<file path="src/hw/rtl/rsdp_pkg.sv">
// Shared constants, types and codes of the root pointer signature scanner.
`timescale 1ns / 1ps
`default_nettype none

package rsdp_pkg;

	// Scan geometry
	localparam int ALIGN_STEP = 16;
	localparam int OFF_W      = $clog2(ALIGN_STEP);
	localparam int SIG_LEN    = 8;
	localparam int SIG_IDX_W  = $clog2(SIG_LEN);
	localparam int V1_SUM_LEN = 20;

	// Signature "RSD PTR ", first byte at index 0
	localparam logic [7:0] SIG_BYTES [SIG_LEN] = '{
		8'h52, 8'h53, 8'h44, 8'h20, 8'h50, 8'h54, 8'h52, 8'h20
	};

	// Byte positions inside the structure
	localparam int IDX_W = 32;
	localparam logic [IDX_W-1:0] IDX_SIG_END    = IDX_W'(SIG_LEN);
	localparam logic [IDX_W-1:0] IDX_REVISION   = IDX_W'(15);
	localparam logic [IDX_W-1:0] IDX_SADDR_LO   = IDX_W'(16);
	localparam logic [IDX_W-1:0] IDX_SADDR_HI   = IDX_W'(19);
	localparam logic [IDX_W-1:0] IDX_LEN_LO     = IDX_W'(20);
	localparam logic [IDX_W-1:0] IDX_LEN_HI     = IDX_W'(23);
	localparam logic [IDX_W-1:0] IDX_XADDR_LO   = IDX_W'(24);
	localparam logic [IDX_W-1:0] IDX_XADDR_HI   = IDX_W'(31);
	localparam logic [IDX_W-1:0] IDX_V1_LAST    = IDX_W'(V1_SUM_LEN - 1);
	localparam logic [IDX_W-1:0] IDX_V1_END     = IDX_W'(V1_SUM_LEN);
	localparam logic [IDX_W-1:0] MIN_V2_LEN     = IDX_W'(24);

	// Result queue depth
	localparam int QDEPTH = 2;
	localparam int QPTR_W = $clog2(QDEPTH);
	localparam int QCNT_W = $clog2(QDEPTH + 1);

	typedef enum logic [1:0] {
		ST_NOT_FOUND = 2'd0,
		ST_FOUND     = 2'd1,
		ST_BAD_SUM   = 2'd2
	} status_t;

	// Raw result as left by the scanner, formatted later
	typedef struct packed {
		status_t     status;
		logic        rev_nz;
		logic [31:0] short_addr;
		logic [63:0] long_addr;
	} rsdp_rec_t;

	// Queue occupancy seen by both sides
	typedef struct packed {
		logic full;
		logic empty;
	} q_stat_t;

endpackage

`default_nettype wire

</file>
<file path="src/hw/rtl/rsdp_in_if.sv">
// Byte stream channel: one region byte per transaction.
`timescale 1ns / 1ps
`default_nettype none

interface rsdp_in_if;
	logic       valid;
	logic       ready;
	logic [7:0] data_byte;
	logic       last_byte;

	modport source (output valid, output data_byte, output last_byte, input ready);
	modport sink   (input valid, input data_byte, input last_byte, output ready);
endinterface

`default_nettype wire

</file>
<file path="src/hw/rtl/rsdp_out_if.sv">
// Result channel: one search outcome per transaction.
`timescale 1ns / 1ps
`default_nettype none

interface rsdp_out_if;
	logic        valid;
	logic        ready;
	logic [1:0]  status;
	logic [63:0] location;
	logic        is_xsdt;

	modport source (output valid, output status, output location, output is_xsdt, input ready);
	modport sink   (input valid, input status, input location, input is_xsdt, output ready);
endinterface

`default_nettype wire

</file>
<file path="src/hw/rtl/acpi_rsdp_scanner.sv">
// Top level of the root system description pointer scanner.
//
// Usage:
//   byte_ch   - sink: one byte of the searched region per transaction, in
//               address order, last_byte set on the final byte.
//   result_ch - source: exactly one transaction per region: status
//               (not found, found, checksum failed), location and is_xsdt.
//   A signature is tried at every 16-byte offset counted from the region
//   start. After a result, remaining bytes are consumed until last_byte.
// Throughput: one byte per cycle while the queue is not full; the per-byte
//   compare, add and 33-bit length compare in the front end sets that figure.
// Result path: the byte that decides a result writes it into the queue, from
//   where it is loaded into the output register.
// Reset: arst_n clears all scan state and empties queue and output stage.
// Stall: results wait in a two-entry queue plus the output register;
//   byte_ch.ready drops only while the queue is full.
`timescale 1ns / 1ps
`default_nettype none

module acpi_rsdp_scanner (
	input  wire logic   clk,
	input  wire logic   arst_n,
	rsdp_in_if.sink     byte_ch,
	rsdp_out_if.source  result_ch
);
	import rsdp_pkg::*;

	logic      push;
	logic      pop;
	rsdp_rec_t wr_rec;
	rsdp_rec_t rd_rec;
	q_stat_t   qstat;

	rsdp_front u_front (
		.clk    (clk),
		.arst_n (arst_n),
		.byte_ch(byte_ch),
		.qstat  (qstat),
		.push   (push),
		.rec    (wr_rec)
	);

	rsdp_queue u_queue (
		.clk    (clk),
		.arst_n (arst_n),
		.push   (push),
		.wr_rec (wr_rec),
		.pop    (pop),
		.rd_rec (rd_rec),
		.qstat  (qstat)
	);

	rsdp_back u_back (
		.clk      (clk),
		.arst_n   (arst_n),
		.rd_rec   (rd_rec),
		.qstat    (qstat),
		.pop      (pop),
		.result_ch(result_ch)
	);

endmodule

`default_nettype wire

</file>
<file path="src/hw/rtl/rsdp_front.sv">
// Scanner front end: signature match, field capture, checksum and result decision.
`timescale 1ns / 1ps
`default_nettype none

module rsdp_front (
	input  wire logic               clk,
	input  wire logic               arst_n,
	rsdp_in_if.sink                 byte_ch,
	input  rsdp_pkg::q_stat_t       qstat,
	output logic                    push,
	output rsdp_pkg::rsdp_rec_t     rec
);
	import rsdp_pkg::*;

	typedef enum logic [1:0] {
		PH_SEARCH = 2'd0,
		PH_STRUCT = 2'd1,
		PH_DONE   = 2'd2
	} phase_t;

	phase_t             phase_q, phase_d;
	logic [OFF_W-1:0]   off_q, off_d;
	logic               sig_match_q, sig_match_d;
	logic [IDX_W-1:0]   idx_q, idx_d;
	logic [7:0]         sum_q, sum_d;
	logic [7:0]         rev_q, rev_d;
	logic [31:0]        saddr_q, saddr_d;
	logic [31:0]        len_q, len_d;
	logic [63:0]        xaddr_q, xaddr_d;

	logic               accept;
	logic               done;
	status_t            st;
	logic [IDX_W:0]     idx_inc;
	logic [7:0]         b;

	assign byte_ch.ready = !qstat.full;
	assign accept        = byte_ch.valid && byte_ch.ready;
	assign b             = byte_ch.data_byte;
	assign idx_inc       = {1'b0, idx_q} + (IDX_W+1)'(1);

	// Per-byte next state
	always_comb begin
		phase_d     = phase_q;
		off_d       = off_q;
		sig_match_d = sig_match_q;
		idx_d       = idx_q;
		sum_d       = sum_q;
		rev_d       = rev_q;
		saddr_d     = saddr_q;
		len_d       = len_q;
		xaddr_d     = xaddr_q;
		done        = 1'b0;
		st          = ST_NOT_FOUND;
		push        = 1'b0;

		if (accept) begin
			unique case (phase_q)
				PH_SEARCH: begin
					if (off_q < OFF_W'(SIG_LEN)) begin
						if (off_q == '0) begin
							sig_match_d = 1'b1;
							sum_d       = b;
						end else begin
							sum_d = sum_q + b;
						end
						if (b != SIG_BYTES[off_q[SIG_IDX_W-1:0]])
							sig_match_d = 1'b0;
					end
					if (off_q == OFF_W'(SIG_LEN - 1) && sig_match_d) begin
						phase_d = PH_STRUCT;
						idx_d   = IDX_SIG_END;
						off_d   = '0;
						rev_d   = '0;
						saddr_d = '0;
						len_d   = '0;
						xaddr_d = '0;
					end else if (off_q == OFF_W'(ALIGN_STEP - 1)) begin
						off_d = '0;
					end else begin
						off_d = off_q + OFF_W'(1);
					end
				end
				PH_STRUCT: begin
					// field capture, little endian
					if (idx_q == IDX_REVISION)
						rev_d = b;
					else if (idx_q >= IDX_SADDR_LO && idx_q <= IDX_SADDR_HI)
						saddr_d[8*idx_q[1:0] +: 8] = b;
					else if (idx_q >= IDX_LEN_LO && idx_q <= IDX_LEN_HI)
						len_d[8*idx_q[1:0] +: 8] = b;
					else if (idx_q >= IDX_XADDR_LO && idx_q <= IDX_XADDR_HI)
						xaddr_d[8*idx_q[2:0] +: 8] = b;

					if (rev_d == '0) begin
						if (idx_q < IDX_V1_END)
							sum_d = sum_q + b;
						if (idx_q == IDX_V1_LAST) begin
							done = 1'b1;
							st   = (sum_d == '0) ? ST_FOUND : ST_BAD_SUM;
						end
					end else begin
						if (idx_q <= IDX_LEN_HI || idx_q < len_d)
							sum_d = sum_q + b;
						if (idx_q == IDX_LEN_HI && len_d < MIN_V2_LEN) begin
							done = 1'b1;
							st   = ST_BAD_SUM;
						end else if (idx_q >= IDX_XADDR_HI && idx_inc >= {1'b0, len_d}) begin
							done = 1'b1;
							st   = (sum_d == '0) ? ST_FOUND : ST_BAD_SUM;
						end
					end

					if (done) begin
						phase_d = PH_DONE;
						push    = 1'b1;
					end else begin
						idx_d = idx_inc[IDX_W-1:0];
					end
				end
				PH_DONE: begin
				end
				default: begin
				end
			endcase

			// end of region: report a miss if nothing was reported, then restart
			if (byte_ch.last_byte) begin
				if (!done && phase_q != PH_DONE)
					push = 1'b1;
				phase_d     = PH_SEARCH;
				off_d       = '0;
				sig_match_d = 1'b1;
				idx_d       = '0;
				sum_d       = '0;
				rev_d       = '0;
				saddr_d     = '0;
				len_d       = '0;
				xaddr_d     = '0;
			end
		end
	end

	// Result record toward the queue
	always_comb begin
		rec            = '0;
		rec.status     = done ? st : ST_NOT_FOUND;
		rec.rev_nz     = (rev_q != '0) || (phase_q == PH_STRUCT && idx_q == IDX_REVISION && b != '0);
		rec.short_addr = saddr_q;
		rec.long_addr  = xaddr_q;
		if (phase_q == PH_STRUCT) begin
			if (idx_q >= IDX_SADDR_LO && idx_q <= IDX_SADDR_HI)
				rec.short_addr[8*idx_q[1:0] +: 8] = b;
			else if (idx_q >= IDX_XADDR_LO && idx_q <= IDX_XADDR_HI)
				rec.long_addr[8*idx_q[2:0] +: 8] = b;
		end
	end

	// State registers
	always_ff @(posedge clk or negedge arst_n) begin
		if (!arst_n) begin
			phase_q     <= PH_SEARCH;
			off_q       <= '0;
			sig_match_q <= 1'b1;
			idx_q       <= '0;
			sum_q       <= '0;
			rev_q       <= '0;
			saddr_q     <= '0;
			len_q       <= '0;
			xaddr_q     <= '0;
		end else begin
			phase_q     <= phase_d;
			off_q       <= off_d;
			sig_match_q <= sig_match_d;
			idx_q       <= idx_d;
			sum_q       <= sum_d;
			rev_q       <= rev_d;
			saddr_q     <= saddr_d;
			len_q       <= len_d;
			xaddr_q     <= xaddr_d;
		end
	end

`ifndef SYNTHESIS
	// a result only leaves with an accepted byte, and never into a full queue
	a_push_accept: assert property (@(posedge clk) disable iff (!arst_n)
		push |-> (accept && !qstat.full))
		else $error("result pushed without an accepted byte");

	// while searching, only a miss can be reported
	a_search_miss: assert property (@(posedge clk) disable iff (!arst_n)
		(push && phase_q == PH_SEARCH) |-> (rec.status == ST_NOT_FOUND))
		else $error("hit reported while still searching");

	// the last byte always returns the scanner to the start of a region
	a_last_restart: assert property (@(posedge clk) disable iff (!arst_n)
		(accept && byte_ch.last_byte) |=> (phase_q == PH_SEARCH && off_q == '0 && idx_q == '0))
		else $error("scanner not restarted after region end");

	// structure walk always starts past the signature
	a_idx_range: assert property (@(posedge clk) disable iff (!arst_n)
		(phase_q == PH_STRUCT) |-> (idx_q >= IDX_SIG_END))
		else $error("structure index below signature end");
`endif

endmodule

`default_nettype wire

</file>
<file path="src/hw/rtl/rsdp_queue.sv">
// Two-entry result queue between scanner front end and output stage.
`timescale 1ns / 1ps
`default_nettype none

module rsdp_queue (
	input  wire logic               clk,
	input  wire logic               arst_n,
	input  wire logic               push,
	input  rsdp_pkg::rsdp_rec_t     wr_rec,
	input  wire logic               pop,
	output rsdp_pkg::rsdp_rec_t     rd_rec,
	output rsdp_pkg::q_stat_t       qstat
);
	import rsdp_pkg::*;

	rsdp_rec_t           mem_q [QDEPTH];
	logic [QPTR_W-1:0]   wr_ptr_q;
	logic [QPTR_W-1:0]   rd_ptr_q;
	logic [QCNT_W-1:0]   count_q;

	assign qstat.full  = (count_q == QCNT_W'(QDEPTH));
	assign qstat.empty = (count_q == '0);
	assign rd_rec      = mem_q[rd_ptr_q];

	// Storage, written at the tail
	always_ff @(posedge clk) begin
		if (push)
			mem_q[wr_ptr_q] <= wr_rec;
	end

	// Pointers and fill count
	always_ff @(posedge clk or negedge arst_n) begin
		if (!arst_n) begin
			wr_ptr_q <= '0;
			rd_ptr_q <= '0;
			count_q  <= '0;
		end else begin
			if (push)
				wr_ptr_q <= (wr_ptr_q == QPTR_W'(QDEPTH - 1)) ? '0 : wr_ptr_q + QPTR_W'(1);
			if (pop)
				rd_ptr_q <= (rd_ptr_q == QPTR_W'(QDEPTH - 1)) ? '0 : rd_ptr_q + QPTR_W'(1);
			if (push && !pop)
				count_q <= count_q + QCNT_W'(1);
			else if (pop && !push)
				count_q <= count_q - QCNT_W'(1);
		end
	end

`ifndef SYNTHESIS
	a_no_overflow: assert property (@(posedge clk) disable iff (!arst_n)
		push |-> !qstat.full)
		else $error("push into full queue");

	a_no_underflow: assert property (@(posedge clk) disable iff (!arst_n)
		pop |-> !qstat.empty)
		else $error("pop from empty queue");

	a_count_bound: assert property (@(posedge clk) disable iff (!arst_n)
		count_q <= QCNT_W'(QDEPTH))
		else $error("queue count beyond depth");
`endif

endmodule

`default_nettype wire

</file>
<file path="src/hw/rtl/rsdp_back.sv">
// Output stage: formats queued results and holds them until taken.
`timescale 1ns / 1ps
`default_nettype none

module rsdp_back (
	input  wire logic               clk,
	input  wire logic               arst_n,
	input  rsdp_pkg::rsdp_rec_t     rd_rec,
	input  rsdp_pkg::q_stat_t       qstat,
	output logic                    pop,
	rsdp_out_if.source              result_ch
);
	import rsdp_pkg::*;

	logic        valid_q;
	logic [1:0]  status_q;
	logic [63:0] location_q;
	logic        is_xsdt_q;
	logic [63:0] loc_d;

	assign pop = !qstat.empty && (!valid_q || result_ch.ready);

	// Address choice by revision; zero unless the checksum passed
	always_comb begin
		loc_d = '0;
		if (rd_rec.status == ST_FOUND)
			loc_d = rd_rec.rev_nz ? rd_rec.long_addr : {32'b0, rd_rec.short_addr};
	end

	// Output valid flag
	always_ff @(posedge clk or negedge arst_n) begin
		if (!arst_n)
			valid_q <= 1'b0;
		else if (pop)
			valid_q <= 1'b1;
		else if (result_ch.ready)
			valid_q <= 1'b0;
	end

	// Output payload
	always_ff @(posedge clk) begin
		if (pop) begin
			status_q   <= rd_rec.status;
			location_q <= loc_d;
			is_xsdt_q  <= (rd_rec.status != ST_NOT_FOUND) && rd_rec.rev_nz;
		end
	end

	assign result_ch.valid    = valid_q;
	assign result_ch.status   = status_q;
	assign result_ch.location = location_q;
	assign result_ch.is_xsdt  = is_xsdt_q;

endmodule

`default_nettype wire

</file>
<file path="src/flat_wrapper.sv">
// flat-port wrapper written by rule: the top's interface ports become plain ports
module acpi_rsdp_scanner_flat import rsdp_pkg::*;
  (clk, arst_n, byte_ch_valid, byte_ch_data_byte, byte_ch_last_byte, byte_ch_ready, result_ch_valid, result_ch_status, result_ch_location, result_ch_is_xsdt, result_ch_ready);
  rsdp_in_if byte_ch_i ();
  rsdp_out_if result_ch_i ();
  input  wire logic clk;
  input  wire logic arst_n;
  input wire logic [$bits(byte_ch_i.valid)-1:0] byte_ch_valid;
  input wire logic [$bits(byte_ch_i.data_byte)-1:0] byte_ch_data_byte;
  input wire logic [$bits(byte_ch_i.last_byte)-1:0] byte_ch_last_byte;
  output wire logic [$bits(byte_ch_i.ready)-1:0] byte_ch_ready;
  output wire logic [$bits(result_ch_i.valid)-1:0] result_ch_valid;
  output wire logic [$bits(result_ch_i.status)-1:0] result_ch_status;
  output wire logic [$bits(result_ch_i.location)-1:0] result_ch_location;
  output wire logic [$bits(result_ch_i.is_xsdt)-1:0] result_ch_is_xsdt;
  input wire logic [$bits(result_ch_i.ready)-1:0] result_ch_ready;
  assign byte_ch_i.valid = byte_ch_valid;
  assign byte_ch_i.data_byte = byte_ch_data_byte;
  assign byte_ch_i.last_byte = byte_ch_last_byte;
  assign byte_ch_ready = byte_ch_i.ready;
  assign result_ch_valid = result_ch_i.valid;
  assign result_ch_status = result_ch_i.status;
  assign result_ch_location = result_ch_i.location;
  assign result_ch_is_xsdt = result_ch_i.is_xsdt;
  assign result_ch_i.ready = result_ch_ready;
  acpi_rsdp_scanner u_core (.clk(clk), .arst_n(arst_n), .byte_ch(byte_ch_i), .result_ch(result_ch_i));
endmodule
</file>
<file path="config.mk">
export PLATFORM = sky130hd
export DESIGN_NAME = acpi_rsdp_scanner_flat
export DESIGN_NICKNAME = d
export VERILOG_FILES = /design/src/hw/rtl/rsdp_pkg.sv /design/src/hw/rtl/rsdp_in_if.sv /design/src/hw/rtl/rsdp_out_if.sv /design/src/hw/rtl/acpi_rsdp_scanner.sv /design/src/hw/rtl/rsdp_front.sv /design/src/hw/rtl/rsdp_queue.sv /design/src/hw/rtl/rsdp_back.sv /design/src/flat_wrapper.sv
export SDC_FILE = /design/constraint.sdc
export NUM_CORES = 1
export LEC_CHECK = 0
export ABC_CLOCK_PERIOD_IN_PS = 11250
export BUFFER_PORTS_ARGS = -buffer_cell sky130_fd_sc_hd__buf_2
export CAP_MARGIN = 5
export CORE_MARGIN = 1.5
export CORE_UTILIZATION = 51
export CTS_CLUSTER_SIZE = 30
export DETAILED_ROUTE_END_ITERATION = 7
export HOLD_SLACK_MARGIN = 0.08
export PLACE_DENSITY_LB_ADDON = 0.3
export SLEW_MARGIN = 20
export SYNTH_ARGS = -nofsm -noshare
export SYNTH_HDL_FRONTEND = slang
export SYNTH_SLANG_ARGS = --single-unit
export TNS_END_PERCENT = 1
</file>
<file path="constraint.sdc">
create_clock -name clk -period 11.25 [get_ports clk]
set_input_delay 1.6875 -clock clk [delete_from_list [all_inputs] [get_ports clk]]
set_output_delay 1.6875 -clock clk [all_outputs]
set_load 0.05 [all_outputs]
</file>
==> impl_metrics.ini <==
[floorplan]
num_rows = 75
initial_utilization_pct = 51.9
die_h_um = 210
die_x_um = 210
core_um2 = 42100
ios = 82
die_area_um2 = 44200

[sta]
tns_ps = 0
worst_slew_pin_slew_ps = 1110
min_period_over_period_pct = 69.4
final.setup_skew_ps = 28.2
finalSetupViolCount = 0
rsz0062_at_grt = false
min_period_ps = 7810
maxSlewViolCount = 0
max_freq_mhz = 128
slew_headroom_pct = 25.8
hold_viol_final = 0
whs_ps = 480

[detailed_routing]
routed_wl_um = 54600
via_per_inst = 6.14
drtPass1Iterations = 5
drc = 0
ant_nets = 0
vias = 15588
drt_iter0_drc = 1478
wl_per_cell_um = 21.5

[final_layout]
area.growth.synth_to_final_pct = 10.5
drive_above_1_share_pct = 11.3
num_antenna_cells = 0
nets = 2058

[clock_network]
clockBufferDepth = 3
cts_tree = yes
worstSkewPairLatency_ps = 590
post_cts_buffers = 0
cts_sinks = 453
clk_pin_slew_ps = 60
postCtsHoldBufs = 0
post_cts_resized = 0
root_buffer = clkbuf_16
cts_buffers = 47
htreeDepth = 2

[synthesis]
yosys.area_share.simple_pct = 13.3
synth-main-ff-cell = edfxtp_1
synth-adder-area-share_pct = 4.84
synth_top_family_by_area = compound AO/OA/AOI/OAI gates
synth_xor_area_share_pct = 1.80
yosys_warnings = 0
ys_seq_area_share_pct = 57.9
async_flop_share_pct = 41.5
syn_area_um2 = 21900
syn_inst = 1931
synth.ff_latch_count = 453
synthMuxAreaShare_pct = 5.04
synth_cell_types = 72
syn_nets = 2028
syn_area_per_cell_um2 = 11.3
synth_compound_area_share_pct = 14.6
synth-edff-count = 265

[flow_run]
cap_violations = 0

[global_routing]
grt_use_total_pct = 25.0
grtUsageMet3_pct = 4.01
grt_overflow = 0
grt_max_degree = 70
grt_pass1_wl_um = 85400
use_met2_pct = 40.7
grt_util_met1_pct = 33.8
antenna_found_initial = 0
grt.busiest_layer = met2
grt_pass1_vias = 15195

[worst_setup_path]
crit_type = reg -> reg
rrSetupSlack_ps = 3440
worstPathRequired_ps = 11450
start_kind = flop
crit_arrival_ps = 8010
worstSetupEndpointType = flop
path_max_fanout = 43

[placement]
portBuffers = 81
routabilityCongestion = 0.913
dp_hpwl_um = 38200

[power]
ir_worst_vdd_mv = 0.135
p_leak_nw = 9.68
p_per_area_nw_per_um2 = 209

[outcome]
status = completed

[hold_path]
hold_class = reg -> reg
-- logic make-up after synthesis --
logic type | Yosys count
XOR/XNOR | 45
AO/OA/AOI/OAI | 489
adder cells (fa/ha/maj) | 84
buffers and inverters | 136
multiplexers | 107
AND/OR/NAND/NOR | 617
flip-flops | 453
-- Yosys cell counts (4+ instances only) --
cell type	n	share of area, %
a211oi_1	67	2.3
a21o_1	12	0.41
a21oi_1	63	1.4
a221o_1	7	0.32
a221oi_1	4	0.16
a22o_1	40	1.6
a31oi_1	11	0.31
a32o_1	17	0.78
a32oi_1	4	0.16
and2_1	10	0.29
and3_1	17	0.49
and4_1	7	0.28
buf_1	8	0.14
buf_2	11	0.25
buf_6	5	0.26
clkbuf_1	93	1.6
dfrtp_1	187	21
edfxtp_1	265	36
ha_1	83	4.7
inv_1	15	0.26
mux2_2	26	1.3
mux2i_1	81	3.7
nand2_1	257	4.4
nand2b_1	12	0.34
nand3_1	50	1.1
nand3b_1	4	0.14
nand4_1	19	0.54
nor2_1	125	2.1
nor2b_1	38	1.1
nor3_1	25	0.57
nor4_1	12	0.34
o2111ai_1	5	0.20
o211ai_1	6	0.21
o21ai_0	171	3.9
o21ai_1	11	0.25
o31ai_1	45	1.5
or2_2	14	0.40
or3_1	4	0.11
or4_1	7	0.24
xnor2_1	30	1.2
xor2_1	15	0.60
-- final timing paths --
kind,from,to,cells after the start
max in group asynchronous,arst_n,u_core.u_front.xaddr_q[63]$_DFFE_PN0P_,2
setup reg to reg,u_core.u_front.idx_q[0]$_DFFE_PN0P_,u_core.u_queue.mem_q[1][51]$_DFFE_PP_,18
setup / recovery,u_core.u_front.idx_q[0]$_DFFE_PN0P_,u_core.u_queue.mem_q[1][51]$_DFFE_PP_,18
min in group asynchronous,arst_n,u_core.u_front.idx_q[5]$_DFFE_PN0P_,1
hold reg to reg,u_core.u_front.xaddr_q[59]$_DFFE_PN0P_,u_core.u_front.xaddr_q[59]$_DFFE_PN0P_,2
hold / removal,u_core.u_front.xaddr_q[59]$_DFFE_PN0P_,u_core.u_front.xaddr_q[59]$_DFFE_PN0P_,2
-- cell usage in the layout, fill, tap and decap left out, drive strengths merged, types with 19 or more instances in the layout --
master  count
a211oi     67
a21oi      64
a22o       40
buf       100
clkbuf     64
clkinv     19
dfrtp     187
edfxtp    265
ha         83
mux2       26
mux2i      81
nand2     257
nand3      50
nand4      22
nor2      125
nor2b      38
nor3       25
o21ai     182
o31ai      45
xnor2      30
-- where the power goes --
| part | internal (mW) | switching (mW) | total, mW |
|---|---|---|---|
| sequential | 2.03 | 0.122 | 2.15 |
| combinational | 0.320 | 1.03 | 1.35 |
| clock | 0.894 | 0.650 | 1.54 |
-- state kept, by name (all words and copies together), names as in the netlist --
register,count
u_core.u_queue.mem_q,198
u_core.u_back.result_ch.location,64
u_core.u_front.xaddr_q,64
u_core.u_front.idx_q,32
u_core.u_front.len_q,32
u_core.u_front.saddr_q,32
u_core.u_front.rev_q,8
u_core.u_front.sum_q,8
u_core.u_front.off_q,4
u_core.u_back.result_ch.status,2
u_core.u_front.phase_q,2
u_core.u_queue.count_q,2
u_core.u_back.result_ch.is_xsdt,1
u_core.u_back.result_ch.valid,1
u_core.u_front.sig_match_q,1
u_core.u_queue.rd_ptr_q,1
u_core.u_queue.wr_ptr_q,1
-- final cells by class --
type	count	area, um2
multi-input combinational	1342	8670
tap	539	674
fill	3425	18000
clock inverter	25	263
clock buffer	63	1280
timing repair buffer	101	564
sequential	453	12700
inverter	16	60.1
-- per-layer routing --
metal	vias to the layer above	part of all wire [%]
met2	566	48
met1	7661	43
li1	7251	-
met4	0	3.1
met3	110	6.2
met5	-	0
-- worst max-delay path: stages (launching register included) --
cell     delay (ps)
dfrtp_1        1040
inv_1           620
ha_1           1020
nor2b_1         210
buf_4           240
nand3_1         150
nor2_1          160
a21oi_1         100
ha_1            330
nand4_1         160
nor4_1          530
nand3_1         130
o32ai_1         230
o21ai_0         170
and2_1          370
a21oi_2         230
o21ai_1         280
nor2_4          760
buf_4           630
-- metrics by stage --
stage	total power [mW]	instances	setup WS [ps]	util (%)	instance area, um2
finish	5.04	2539	3440	57.4	24200
global route	5.25	2539	2850	57.4	24200
CTS	5.07	2539	3530	57.4	24200
detailed placement	3.53	2451	3590	53.7	22600
global placement	3.50	2451	3690	53.7	22600
floorplan	3.16	1931	2060	-	21900
Note: power is estimated with default switching activity, not from simulation.
